===== src/rtl/bounded_ordered_list_defines.svh =====
// Assertion macros for the bounded ordered list.
// Needs clk_i and rst_ni in the module that uses them.
`ifndef BOUNDED_ORDERED_LIST_DEFINES_SVH
`define BOUNDED_ORDERED_LIST_DEFINES_SVH

// Same-cycle implication.
`define BOL_ASSERT_IMP(lbl, ante, cons) \
  lbl: assert property (@(posedge clk_i) disable iff (!rst_ni) (ante) |-> (cons)) \
    else $error("bounded_ordered_list: check failed");

// Next-cycle implication.
`define BOL_ASSERT_NXT(lbl, ante, cons) \
  lbl: assert property (@(posedge clk_i) disable iff (!rst_ni) (ante) |=> (cons)) \
    else $error("bounded_ordered_list: check failed");

`endif


===== src/rtl/bol_pkg.sv =====
// Package for the bounded ordered list: sizes, operation codes and
// the request and result structs. No dependencies.
package bol_pkg;

  localparam int DEPTH       = 16;
  localparam int VALUE_WIDTH = 32;

  localparam int IDX_W = (DEPTH > 1) ? $clog2(DEPTH) : 1;
  localparam int CNT_W = $clog2(DEPTH + 1);
  localparam int CMP_W = (CNT_W > 4) ? CNT_W : 4;

  typedef enum logic [3:0] {
    KIND_APPEND    = 4'd0,
    KIND_PREPEND   = 4'd1,
    KIND_INSERT_AT = 4'd2,
    KIND_DEL_VALUE = 4'd3,
    KIND_DEL_LAST  = 4'd4,
    KIND_DEL_FIRST = 4'd5,
    KIND_DEL_AT    = 4'd6,
    KIND_CLEAR     = 4'd7,
    KIND_READ      = 4'd8
  } kind_e;

  typedef struct packed {
    logic [3:0]  kind;
    logic [3:0]  position;
    logic [31:0] item_value;
  } req_t;

  typedef struct packed {
    logic        succeeded;
    logic [4:0]  entry_count;
    logic        is_empty;
    logic [31:0] first_value;
    logic [31:0] last_value;
    logic [31:0] read_value;
  } rsp_t;

endpackage


===== src/rtl/bounded_ordered_list.sv =====
// Bounded ordered list: sequencer, entry store and result register.
// Depends on bol_pkg and bounded_ordered_list_defines.svh.
//
//   channel | dir | payload          | handshake
//   --------+-----+------------------+-------------------------------
//   in      | in  | in_req_i (req_t) | in_valid_i / in_stall_o
//   out     | out | out_rsp_o(rsp_t) | out_valid_o / out_stall_i
//   cfg     | in  | cfg_wdata_i      | cfg_we_i (capacity)
//
// Requests walk the sequencer: insert shifts entries up (ST_SHIFT) and writes
// the value (ST_PUT), delete shifts down, delete value searches first
// (ST_SEARCH); all then read first, last and addressed entries (ST_FETCH).
// Reset empties the list and sets capacity to 16; the store is not cleared.
// A finished result waits in the output register; the next request is taken
// meanwhile and its result waits in the last sequencer state.
`include "bounded_ordered_list_defines.svh"

module bounded_ordered_list (
  input  logic          clk_i,
  input  logic          rst_ni,
  input  logic          cfg_we_i,
  input  logic [4:0]    cfg_wdata_i,
  input  logic          in_valid_i,
  output logic          in_stall_o,
  input  bol_pkg::req_t in_req_i,
  output logic          out_valid_o,
  input  logic          out_stall_i,
  output bol_pkg::rsp_t out_rsp_o
);
  import bol_pkg::*;

  typedef enum logic [2:0] {
    ST_IDLE,
    ST_SHIFT,
    ST_PUT,
    ST_SEARCH,
    ST_FETCH,
    ST_DONE
  } state_e;

  state_e                 state_q, state_d;
  logic [4:0]             cap_q;
  logic [CNT_W-1:0]       cnt_q, cnt_d;
  logic [3:0]             kind_q, kind_d;
  logic [3:0]             pos_q, pos_d;
  logic [VALUE_WIDTH-1:0] val_q, val_d;
  logic                   ok_q, ok_d;
  logic [IDX_W-1:0]       ptr_q, ptr_d;
  logic [IDX_W-1:0]       wptr_q, wptr_d;
  logic [IDX_W-1:0]       gap_q, gap_d;
  logic [IDX_W-1:0]       chk_idx_q, chk_idx_d;
  logic [CNT_W-1:0]       left_q, left_d;
  logic                   dir_up_q, dir_up_d;
  logic                   pend_q, pend_d;
  logic                   chk_q, chk_d;
  logic [1:0]             fs_q, fs_d;
  logic [VALUE_WIDTH-1:0] first_q, first_d;
  logic [VALUE_WIDTH-1:0] last_q, last_d;
  logic [VALUE_WIDTH-1:0] rdv_q, rdv_d;
  logic                   out_valid_q, out_valid_d;
  rsp_t                   out_q, out_d;

  // entry store, one write and one registered read a cycle
  logic [VALUE_WIDTH-1:0] entries_q [DEPTH];
  logic [VALUE_WIDTH-1:0] rdata_q;
  logic                   rd_en, wr_en;
  logic [IDX_W-1:0]       rd_addr, wr_addr;
  logic [VALUE_WIDTH-1:0] wr_data;

  logic [CNT_W-1:0]       room;
  logic                   can_add;

  assign room       = (32'(cap_q) > DEPTH) ? CNT_W'(DEPTH) : CNT_W'(cap_q);
  assign can_add    = cnt_q < room;
  assign in_stall_o = (state_q != ST_IDLE);
  assign out_valid_o = out_valid_q;
  assign out_rsp_o   = out_q;

  always_comb begin
    logic             ins;
    logic             del;
    logic [CNT_W-1:0] gap;
    logic [CNT_W-1:0] del_at;
    logic [CMP_W-1:0] pos_w;
    logic [CMP_W-1:0] cnt_w;

    ins    = 1'b0;
    del    = 1'b0;
    gap    = '0;
    del_at = '0;
    pos_w  = CMP_W'(in_req_i.position);
    cnt_w  = CMP_W'(cnt_q);

    state_d     = state_q;
    cnt_d       = cnt_q;
    kind_d      = kind_q;
    pos_d       = pos_q;
    val_d       = val_q;
    ok_d        = ok_q;
    ptr_d       = ptr_q;
    wptr_d      = wptr_q;
    gap_d       = gap_q;
    chk_idx_d   = chk_idx_q;
    left_d      = left_q;
    dir_up_d    = dir_up_q;
    pend_d      = 1'b0;
    chk_d       = 1'b0;
    fs_d        = fs_q;
    first_d     = first_q;
    last_d      = last_q;
    rdv_d       = rdv_q;
    out_valid_d = out_valid_q && out_stall_i;
    out_d       = out_q;

    rd_en   = 1'b0;
    rd_addr = '0;
    // pending shift write lands in the cycle after its read
    wr_en   = pend_q;
    wr_addr = wptr_q;
    wr_data = rdata_q;

    unique case (state_q)
      ST_IDLE: begin
        if (in_valid_i) begin
          kind_d  = in_req_i.kind;
          pos_d   = in_req_i.position;
          val_d   = VALUE_WIDTH'(in_req_i.item_value);
          ok_d    = 1'b0;
          fs_d    = '0;
          state_d = ST_FETCH;
          unique case (in_req_i.kind)
            KIND_APPEND: begin
              ins = can_add;
              gap = cnt_q;
            end
            KIND_PREPEND: begin
              ins = can_add;
              gap = '0;
            end
            KIND_INSERT_AT: begin
              ins = can_add && (pos_w <= cnt_w);
              gap = CNT_W'(in_req_i.position);
            end
            KIND_DEL_VALUE: begin
              ptr_d   = '0;
              left_d  = cnt_q;
              state_d = ST_SEARCH;
            end
            KIND_DEL_LAST: begin
              if (cnt_q != '0) begin
                cnt_d = cnt_q - CNT_W'(1);
                ok_d  = 1'b1;
              end
            end
            KIND_DEL_FIRST: begin
              del    = (cnt_q != '0);
              del_at = '0;
            end
            KIND_DEL_AT: begin
              del    = (pos_w < cnt_w);
              del_at = CNT_W'(in_req_i.position);
            end
            KIND_CLEAR: begin
              cnt_d = '0;
              ok_d  = 1'b1;
            end
            KIND_READ: begin
              ok_d = (pos_w < cnt_w);
            end
            default: begin
            end
          endcase
          if (ins) begin
            ok_d     = 1'b1;
            cnt_d    = cnt_q + CNT_W'(1);
            gap_d    = IDX_W'(gap);
            ptr_d    = IDX_W'(cnt_q - CNT_W'(1));
            left_d   = cnt_q - gap;
            dir_up_d = 1'b1;
            state_d  = ST_SHIFT;
          end
          if (del) begin
            ok_d     = 1'b1;
            cnt_d    = cnt_q - CNT_W'(1);
            ptr_d    = IDX_W'(del_at + CNT_W'(1));
            left_d   = cnt_q - CNT_W'(1) - del_at;
            dir_up_d = 1'b0;
            state_d  = ST_SHIFT;
          end
        end
      end

      ST_SHIFT: begin
        if (left_q != '0) begin
          rd_en   = 1'b1;
          rd_addr = ptr_q;
          pend_d  = 1'b1;
          wptr_d  = dir_up_q ? ptr_q + IDX_W'(1) : ptr_q - IDX_W'(1);
          ptr_d   = dir_up_q ? ptr_q - IDX_W'(1) : ptr_q + IDX_W'(1);
          left_d  = left_q - CNT_W'(1);
        end else begin
          state_d = dir_up_q ? ST_PUT : ST_FETCH;
        end
      end

      ST_PUT: begin
        wr_en   = 1'b1;
        wr_addr = gap_q;
        wr_data = val_q;
        state_d = ST_FETCH;
      end

      ST_SEARCH: begin
        if (chk_q && (rdata_q == val_q)) begin
          // hit: close the gap at the matching entry
          ok_d     = 1'b1;
          cnt_d    = cnt_q - CNT_W'(1);
          ptr_d    = chk_idx_q + IDX_W'(1);
          left_d   = cnt_q - CNT_W'(1) - CNT_W'(chk_idx_q);
          dir_up_d = 1'b0;
          state_d  = ST_SHIFT;
        end else if (left_q != '0) begin
          rd_en     = 1'b1;
          rd_addr   = ptr_q;
          chk_d     = 1'b1;
          chk_idx_d = ptr_q;
          ptr_d     = ptr_q + IDX_W'(1);
          left_d    = left_q - CNT_W'(1);
        end else begin
          state_d = ST_FETCH;
        end
      end

      ST_FETCH: begin
        fs_d = fs_q + 2'd1;
        unique case (fs_q)
          2'd0: begin
            rd_en   = 1'b1;
            rd_addr = '0;
          end
          2'd1: begin
            rd_en   = 1'b1;
            rd_addr = IDX_W'(cnt_q - CNT_W'(1));
            first_d = rdata_q;
          end
          2'd2: begin
            rd_en   = 1'b1;
            rd_addr = IDX_W'(pos_q);
            last_d  = rdata_q;
          end
          default: begin
            rdv_d   = rdata_q;
            state_d = ST_DONE;
          end
        endcase
      end

      ST_DONE: begin
        if (!out_valid_q || !out_stall_i) begin
          out_valid_d       = 1'b1;
          out_d.succeeded   = ok_q;
          out_d.entry_count = 5'(cnt_q);
          out_d.is_empty    = (cnt_q == '0);
          out_d.first_value = (cnt_q == '0) ? 32'd0 : 32'(first_q);
          out_d.last_value  = (cnt_q == '0) ? 32'd0 : 32'(last_q);
          out_d.read_value  = (ok_q && (kind_q == KIND_READ)) ? 32'(rdv_q) : 32'd0;
          state_d           = ST_IDLE;
        end
      end

      default: begin
        state_d = ST_IDLE;
      end
    endcase
  end

  always_ff @(posedge clk_i or negedge rst_ni) begin
    if (!rst_ni) begin
      state_q     <= ST_IDLE;
      cap_q       <= 5'd16;
      cnt_q       <= '0;
      kind_q      <= '0;
      pos_q       <= '0;
      val_q       <= '0;
      ok_q        <= 1'b0;
      ptr_q       <= '0;
      wptr_q      <= '0;
      gap_q       <= '0;
      chk_idx_q   <= '0;
      left_q      <= '0;
      dir_up_q    <= 1'b0;
      pend_q      <= 1'b0;
      chk_q       <= 1'b0;
      fs_q        <= '0;
      first_q     <= '0;
      last_q      <= '0;
      rdv_q       <= '0;
      out_valid_q <= 1'b0;
      out_q       <= '0;
    end else begin
      state_q     <= state_d;
      if (cfg_we_i) begin
        cap_q <= cfg_wdata_i;
      end
      cnt_q       <= cnt_d;
      kind_q      <= kind_d;
      pos_q       <= pos_d;
      val_q       <= val_d;
      ok_q        <= ok_d;
      ptr_q       <= ptr_d;
      wptr_q      <= wptr_d;
      gap_q       <= gap_d;
      chk_idx_q   <= chk_idx_d;
      left_q      <= left_d;
      dir_up_q    <= dir_up_d;
      pend_q      <= pend_d;
      chk_q       <= chk_d;
      fs_q        <= fs_d;
      first_q     <= first_d;
      last_q      <= last_d;
      rdv_q       <= rdv_d;
      out_valid_q <= out_valid_d;
      out_q       <= out_d;
    end
  end

  always_ff @(posedge clk_i) begin
    if (wr_en) begin
      entries_q[wr_addr] <= wr_data;
    end
    if (rd_en) begin
      rdata_q <= entries_q[rd_addr];
    end
  end

  `BOL_ASSERT_IMP(a_cnt_bound, 1'b1, 32'(cnt_q) <= DEPTH)
  `BOL_ASSERT_NXT(a_busy_after_req, in_valid_i && !in_stall_o, in_stall_o)
  `BOL_ASSERT_IMP(a_no_write_clash, state_q == ST_PUT || state_q == ST_SEARCH || state_q == ST_IDLE, !pend_q)
  `BOL_ASSERT_NXT(a_result_held, out_valid_q && out_stall_i, out_valid_q && $stable(out_q))

endmodule


===== config.mk =====
export PLATFORM = sky130hd
export DESIGN_NAME = bounded_ordered_list
export DESIGN_NICKNAME = d
export VERILOG_FILES = /design/src/rtl/bol_pkg.sv /design/src/rtl/bounded_ordered_list.sv
export VERILOG_INCLUDE_DIRS = /design/src /design/src/rtl
export SDC_FILE = /design/constraint.sdc
export NUM_CORES = 1
export LEC_CHECK = 0
export ABC_AREA = 1
export BUFFER_PORTS_ARGS = -buffer_cell sky130_fd_sc_hd__buf_4
export CAP_MARGIN = 20
export CORE_ASPECT_RATIO = 1.2
export CORE_MARGIN = 2
export CORE_UTILIZATION = 35
export DETAILED_ROUTE_END_ITERATION = 12
export GPL_ROUTABILITY_DRIVEN = 0
export GPL_TIMING_DRIVEN = 0
export PLACE_DENSITY = 0.62
export SETUP_SLACK_MARGIN = 0.15
export SLEW_MARGIN = 25
export SYNTH_ARGS = -nofsm -noshare
export SYNTH_HDL_FRONTEND = slang
export SYNTH_SLANG_ARGS = --single-unit

===== constraint.sdc =====
create_clock -name clk_i -period 9.34 [get_ports clk_i]
set_input_delay 0.467 -clock clk_i [delete_from_list [all_inputs] [get_ports clk_i]]
set_output_delay 0.467 -clock clk_i [all_outputs]
set_load 0.01 [all_outputs]

==> flow_summary_export.csv, run 1 <==
group,metric,value,unit
timing,fin_crit,3784,ps
final_layout,fillers,10290,
cts,clock_path_buffers,3,
floorplan,die_area,109700,µm²
synthesis,yosys_warnings,0,
synthesis,synthTopCellsByCount,"799 x nand2_1, 672 x inv_1, 544 x edfxtp_1, 480 x nand3_1, 319 x o21ai_0",
pwr,cellPowerDensity,309.3,nW/µm²
place,dpl-instance-area,41310,µm²
detailed_routing,antenna_left,0,
pwr,peakVddDrop,0.1832,mV
final_layout,ff_latch_area,23340,µm²
global_routing,grt_overflow_total,0,
synthesis,synth_enable_flop_cells,544,
global_routing,grt_pass1_vias,28880,
global_routing,antenna_found_initial,2,
critical_path,cp-start-kind,"register",
cts,cts_setup_buffers,0,
run_status,outcome,"completed",
floorplan,rows,131,
timing,finalHoldViolCount,0,
detailed_routing,drc_errors,0,
pwr,power,0.01364,W
pwr,leakage,19.23,nW
timing,worst_hold_slack,24.55,ps
detailed_routing,avgRoutedWirePerCell,20.61,µm
detailed_routing,vias,28900,
timing,finalSetupViolCount,0,
cts,cts_made_buffers,84,
detailed_routing,drt-initial-drc-count,2790,
cts,insertion_delay,660,ps
synthesis,yosysTopAreaCell,"edfxtp_1",
synthesis,ys_seq_elements,824,
final_layout,nets,4254,
synthesis,synth_area_leaders,"edfxtp_1 44%, dfrtp_1 19%, nand2_1 8.0%",
global_routing,grt_usage,20.95,%
timing,max-slew-margin-rel,36.63,%
final_layout,stdcell_area,44090,µm²
timing,tns,0,ps
synthesis,ys_types,46,
floorplan,initial_core_util,35.27,%
cts,cts.htree.levels,3,
synthesis,synth.yosys.seq_area_share,62.32,%
floorplan,die_y,362.4,µm
synthesis,synthCells,3883,
cts,cts_tree,"yes",
final_layout,drive_gt1_share,12.12,%
critical_path,required,9720,ps
synthesis,syn_nets,3966,
detailed_routing,routed_wl,116000,µm
floorplan,die_x,302.6,µm
worst_hold_path,min_path_type,"primary input to register",
critical_path,criticalPathCategory,"register to register",
timing,layout_setup_ws,5556,ps
synthesis,syn_avg_cell_area,9.647,µm²
floorplan,io_pins,155,
timing,slew_violations,0,
critical_path,arrival,4170,ps
detailed_routing,first_pass_iters,5,
final_layout,multi_input_area,10790,µm²
final_layout,area_growth,17.71,%
timing,skew,27.59,ps
synthesis,synthFlopType,"edfxtp_1",
timing,period_share,40.51,%
synthesis,yosysTopAreaCellShare,43.61,%
place,pre_cts_ws,5674,ps
synthesis,yosysMostFrequentCell,"nand2_1",
global_routing,grt_max_degree,93,
flow_run,drv_cap,0,
timing,rsz0062_at_grt,"false",
place,dp_hpwl,85150,µm
detailed_routing,via_per_inst,5.135,
cts,cts_root_buf,"clkbuf_16",
critical_path,end_kind,"register",
timing,timing.fmax,264.3,MHz
place,io_buffers,154,
synthesis,synthesis.area,37460,µm²
synthesis,synthArstFlopShare,33.98,%
critical_path,cp_max_fo,10,
timing,tightest_slew,950.6,ps
global_routing,grt_first_pass_wirelength,174400,µm
cts,clk_pin_slew,60,ps
cts,cts_sinks,824,
floorplan,core-area,106200,µm²
==> layer usage <==
metal	vias up	GRT usage (%)	share of wire, %
met5	-	0	0.014
met4	2	9.997	4.9
met3	315	3.189	7.1
met2	1270	36.30	49
met1	13780	25.38	39
li1	13540	-	-
==> layout make-up <==
| cell class | count | share of cell area (%) |
|---|---|---|
| Buffer | 224 | 2.213 |
| Tap cell | 1396 | 3.961 |
| Clock buffer | 105 | 5.272 |
| Sequential cell | 824 | 52.94 |
| Inverter | 689 | 5.865 |
| Multi-Input combinational cell | 2146 | 24.48 |
| Clock inverter | 42 | 0.9081 |
| Timing Repair Buffer | 202 | 4.350 |
| Antenna cell | 1 | 0.005675 |
==> power breakdown <==
part	total [W]	switching (W)	internal, W	leakage (nW)
clock network	0.00338	0.00145	0.00193	1.34
logic	0.00477	0.00334	0.00143	9.38
registers	0.00549	0.000434	0.00505	8.51
total	0.0136	0.00522	0.00842	19.2
==> worst max-delay path, stage by stage (launching register included) <==
cell and delay, ps:
dfrtp_1 410, inv_1 120, nor2_2 80, inv_1 160
nor2_1 110, nand2_1 400, clkbuf_1 600, clkbuf_1 780
nand4_1 320, nand3_1 170, nand3_1 80, nand3_1 140
nand2_1 120
==> worst paths after layout <==
path	startpoint	endpoint	slack, ps	depth (start not counted)
min in group asynchronous	rst_ni	out_rsp_o[37]	290	2
worst max register to register	state_q[2]	rdata_q[30]	5560	12
max in group asynchronous	rst_ni	cap_q[4]	8240	3
worst max-delay path	state_q[2]	rdata_q[30]	5560	12
worst min register to register	first_q[6]	first_q[6]	480	2
worst min-delay path	in_req_i[12]	val_q[12]	20	3
==> stage by stage <==
step                      std cells  util (%)
after floorplan                3883         -
after global placement         5433     38.00
after detailed placement       5476     38.90
after CTS                      5628     41.51
after global routing           5628     41.51
final                          5629     41.51
==> cell usage in the layout, fill, tap and decap left out, types with 8 or more instances in the layout <==
cell type / n
a21oi_1: 21
buf_1: 18
buf_12: 9
buf_16: 10
buf_2: 91
buf_4: 163
buf_6: 19
clkbuf_1: 120
clkbuf_16: 87
clkbuf_8: 8
clkinv_1: 9
clkinv_2: 16
dfrtp_1: 279
edfxtp_1: 544
ha_1: 30
inv_1: 672
inv_2: 17
nand2_1: 799
nand3_1: 480
nand4_1: 272
nor2_1: 83
nor2_4: 16
nor3_1: 13
o211ai_1: 12
o21ai_0: 287
o21ai_2: 32
o22ai_1: 9
xnor2_1: 18
xor2_1: 12
==> state kept, by name (all words and copies together) (netlist names), 2 cells and up <==
name	cells
entries_q	512
out_rsp_o	103
first_q	32
last_q	32
rdata_q	32
rdv_q	32
val_q	32
cap_q	5
cnt_q	5
left_q	5
chk_idx_q	4
gap_q	4
kind_q	4
pos_q	4
ptr_q	4
wptr_q	4
state_q	3
fs_q	2
==> cell families after synthesis <==
logic type / synth area share, %
adders and majority gates: 1.162
buffers and inverters: 9.510
DFF: 62.32
xor gates and xnor gates: 0.7014
and+or+nand+nor: 20.72
AOI/OAI and AO/OA: 5.384
muxes: 0.2037
==> timing repair <==
item | CTS | global route
hold buffers | 5 | 0
hold endpoints to repair | 39 | 0
resized for setup | 0 | 0
setup endpoints to repair | 0 | 0
No activity file was read; power rests on OpenSTA's default activity.
==> run 2: changes to the inputs <==
Settings changed: ABC_AREA 1 to 0, PLACE_DENSITY 0.62 to 0.64.
Clock period 9.34 ns to 3.4 ns, I/O delays scaled along.
==> run 2 against run 1 <==
- critical path depth is 1 lower
- sequential cell count stayed put
- via count is 12% lower
- register-to-register slack worse by 5600 ps
- design area is 4.0% higher
- highest routed layer is now met4
- sequential power grew to 2.9 times the previous value
- fmax is 8.8% higher
- the flow now finishes with violations (negative setup slack)
- synthesized area is 2.9% lower
- largest power group unchanged
==> flow_summary_export.csv, run 2 <==
group,metric,value,unit
timing,max-slew-margin-rel,24.56,%
critical_path,cpMaxStageDelayCell,"nor4_4",
cts,cts_sinks,824,
timing,rsz0062_at_grt,"true",
timing,fin_crit,3476,ps
flow_run,drv_cap,0,
floorplan,initial_core_util,35.26,%
pwr,power,0.03998,W
detailed_routing,drt-initial-drc-count,2441,
critical_path,crit_chain,"xor2_2 > nor4_4 > and4_4 > nand4_4 > buf_12 > buf_12 > buf_8 > o211a_1 > a2111o_1 > a41oi_4 > a21oi_2",
final_layout,ff_latch_area,23350,µm²
detailed_routing,antenna_left,0,
worst_hold_path,hold_depth,5,
detailed_routing,drc_errors,0,
critical_path,max_stage_delay,510,ps
synthesis,ys_seq_elements,824,
critical_path,arrival,3870,ps
global_routing,grt.met1_usage,24.99,%
cts,insertion_delay,670,ps
global_routing,grt_max_degree,89,
cts,cts_tree,"yes",
timing,timing.fmax,287.7,MHz
synthesis,syn_avg_cell_area,13.87,µm²
final_layout,instances_no_fill,4453,
detailed_routing,vias,25490,
synthesis,synthFlopType,"edfxtp_1",
timing,finalHoldViolCount,0,
final_layout,top_register,"entries_q",
critical_path,path_depth,11,
synthesis,synth.yosys.seq_area_share,64.18,%
global_routing,grtUsageMet2,38.63,%
final_layout,multi_input_area,12720,µm²
floorplan,die_area,106500,µm²
cts,cts_root_buf,"clkbuf_16",
global_routing,grt.met3_usage,3.420,%
cts,cts_made_buffers,79,
global_routing,antenna_found_initial,0,
critical_path,cp_max_fo,7,
critical_path,cp_top_family,"compound AO/OA/AOI/OAI gates",
final_layout,largest_register_ffs,512,
synthesis,yosys_warnings,0,
critical_path,criticalPathCategory,"register to register",
global_routing,grt_usage,21.36,%
critical_path,crit_path_frequent_cell,"buf_12",
floorplan,io_pins,155,
final_layout,area_growth,26.10,%
critical_path,ff2ff_path_depth,11,
critical_path,required,3790,ps
place,io_buffers,153,
cts,cts.htree.levels,3,
timing,tightest_slew,1126,ps
critical_path,path_buf_inv,3,
floorplan,die_x,298.3,µm
pwr,leakage,18.03,nW
synthesis,synth_area_leaders,"edfxtp_1 45%, dfrtp_1 19%, o211a_1 5.2%",
pwr,peakVddDrop,0.4773,mV
global_routing,grt_overflow_total,0,
cts,clock_path_buffers,3,
final_layout,nets,3100,
final_layout,fillers,9037,
final_layout,num_antenna_cells,0,
synthesis,syn_nets,2706,
detailed_routing,routed_wl,116100,µm
detailed_routing,avgRoutedWirePerCell,26.08,µm
floorplan,core-area,103100,µm²
timing,period_share,102.2,%
synthesis,yosysTopAreaCell,"edfxtp_1",
run_status,outcome,"finished with violations",
final_layout,layout_commonest_cell,"edfxtp_1",
pwr,cellPowerDensity,871.7,nW/µm²
synthesis,synth_enable_flop_cells,544,
cts,clk_pin_slew,70,ps
floorplan,die_y,357.1,µm
final_layout,final_cell_mix,"544 x edfxtp_1, 276 x dfrtp_1, 217 x buf_4",
final_layout,drive_gt1_share,26.80,%
place,place_inst,4173,
detailed_routing,via_per_inst,5.725,
worst_hold_path,min_path_type,"primary input to register",
synthesis,ys_types,80,
global_routing,grt_first_pass_wirelength,169800,µm
synthesis,synthCells,2623,
global_routing,busiest_layer,"met2",
timing,tns,-576.8,ps
detailed_routing,first_pass_iters,6,
timing,skew,50.85,ps
floorplan,rows,129,
synthesis,synthesis.area,36370,µm²
run_status,violations,"negative setup slack",
synthesis,yosysTopAreaCellShare,44.92,%
timing,finalSetupViolCount,14,
critical_path,end_kind,"register",
timing,slew_violations,0,
place,dp_hpwl,81660,µm
critical_path,cp-start-kind,"register",
global_routing,grt_pass1_vias,25820,
synthesis,synthArstFlopShare,33.98,%
synthesis,synthTopCellsByCount,"544 x edfxtp_1, 279 x dfrtp_1, 188 x o211a_1, 185 x nand2_1, 156 x clkbuf_1",
timing,layout_setup_ws,-76.34,ps
synthesis,yosysMostFrequentCell,"edfxtp_1",
run 2: what timing repair did:
item	in CTS	in global routing
hold endpoints to repair	176	0
hold buffers	50	0
resized for setup	322	121
setup endpoints to repair	693	154
cloned	8	3
pin swaps	115	75
buffers inserted	68	10
run 2: area by class of cell:
type	instances	area share, %
Tap cell	1375	3.751
Timing Repair Buffer	314	7.543
Clock buffer	103	5.080
Multi-Input combinational cell	1472	27.74
Buffer	226	3.497
Inverter	100	0.8375
Sequential cell	824	50.91
Clock inverter	39	0.6438
run 2: kinds of logic (layout without fill, tap and decap cells):
kind of cell / count (synthesis) / in the layout / synth area share (%)
AOI/OAI and AO/OA: 825 / 825 / 19.48
adders and majority gates: 33 / 33 / 1.197
muxes: 148 / 148 / 4.555
buffers and inverters: 327 / 782 / 3.695
xor gates and xnor gates: 52 / 52 / 1.252
DFF: 824 / 824 / 64.18
and+or+nand+nor: 414 / 414 / 5.642
run 2: path summary, 6_finish.rpt:
path	start	to	slack, ps
worst max-delay path	val_q[10]	rdata_q[4]	-80
worst min-delay path	in_valid_i	state_q[2]	240
worst max register to register	val_q[10]	rdata_q[4]	-80
worst min register to register	last_q[30]	out_rsp_o[62]	480
max in group asynchronous	rst_ni	val_q[6]	1830
min in group asynchronous	rst_ni	ptr_q[0]	480
run 2: where the power goes:
part	internal, W	switching (W)	leakage [nW]
registers	0.0140	0.00167	8.37
clock network	0.00501	0.00394	1.31
logic	0.00601	0.00934	8.36
run 2: layer usage:
layer  share of wire (%)  vias up
li1                    -    11110
met1                  36    12850
met2                  52     1290
met3                 7.4      248
met4                 4.0        0
met5                   0        -
run 2: per-stage QoR:
stage               instance area [µm²]  worst slack, ps  util (%)  hold slack [ps]
detailed placement                39990            -1410     38.78            89.63
floorplan                         36370           -110.0         -           -125.6
global placement                  39240            -3202     38.05            365.3
CTS                               45420           -126.5     44.04            221.4
finish                            45860           -76.34     44.47            239.3
global route                      45860           -135.0     44.47            251.8
run 2: worst register-to-register path, cell delays in order, from the launching register on:
cell	delay [ps]
dfrtp_1	430
xor2_2	210
nor4_4	510
and4_4	330
nand4_4	180
buf_12	220
buf_12	160
buf_8	160
o211a_1	200
a2111o_1	420
a41oi_4	310
a21oi_2	90
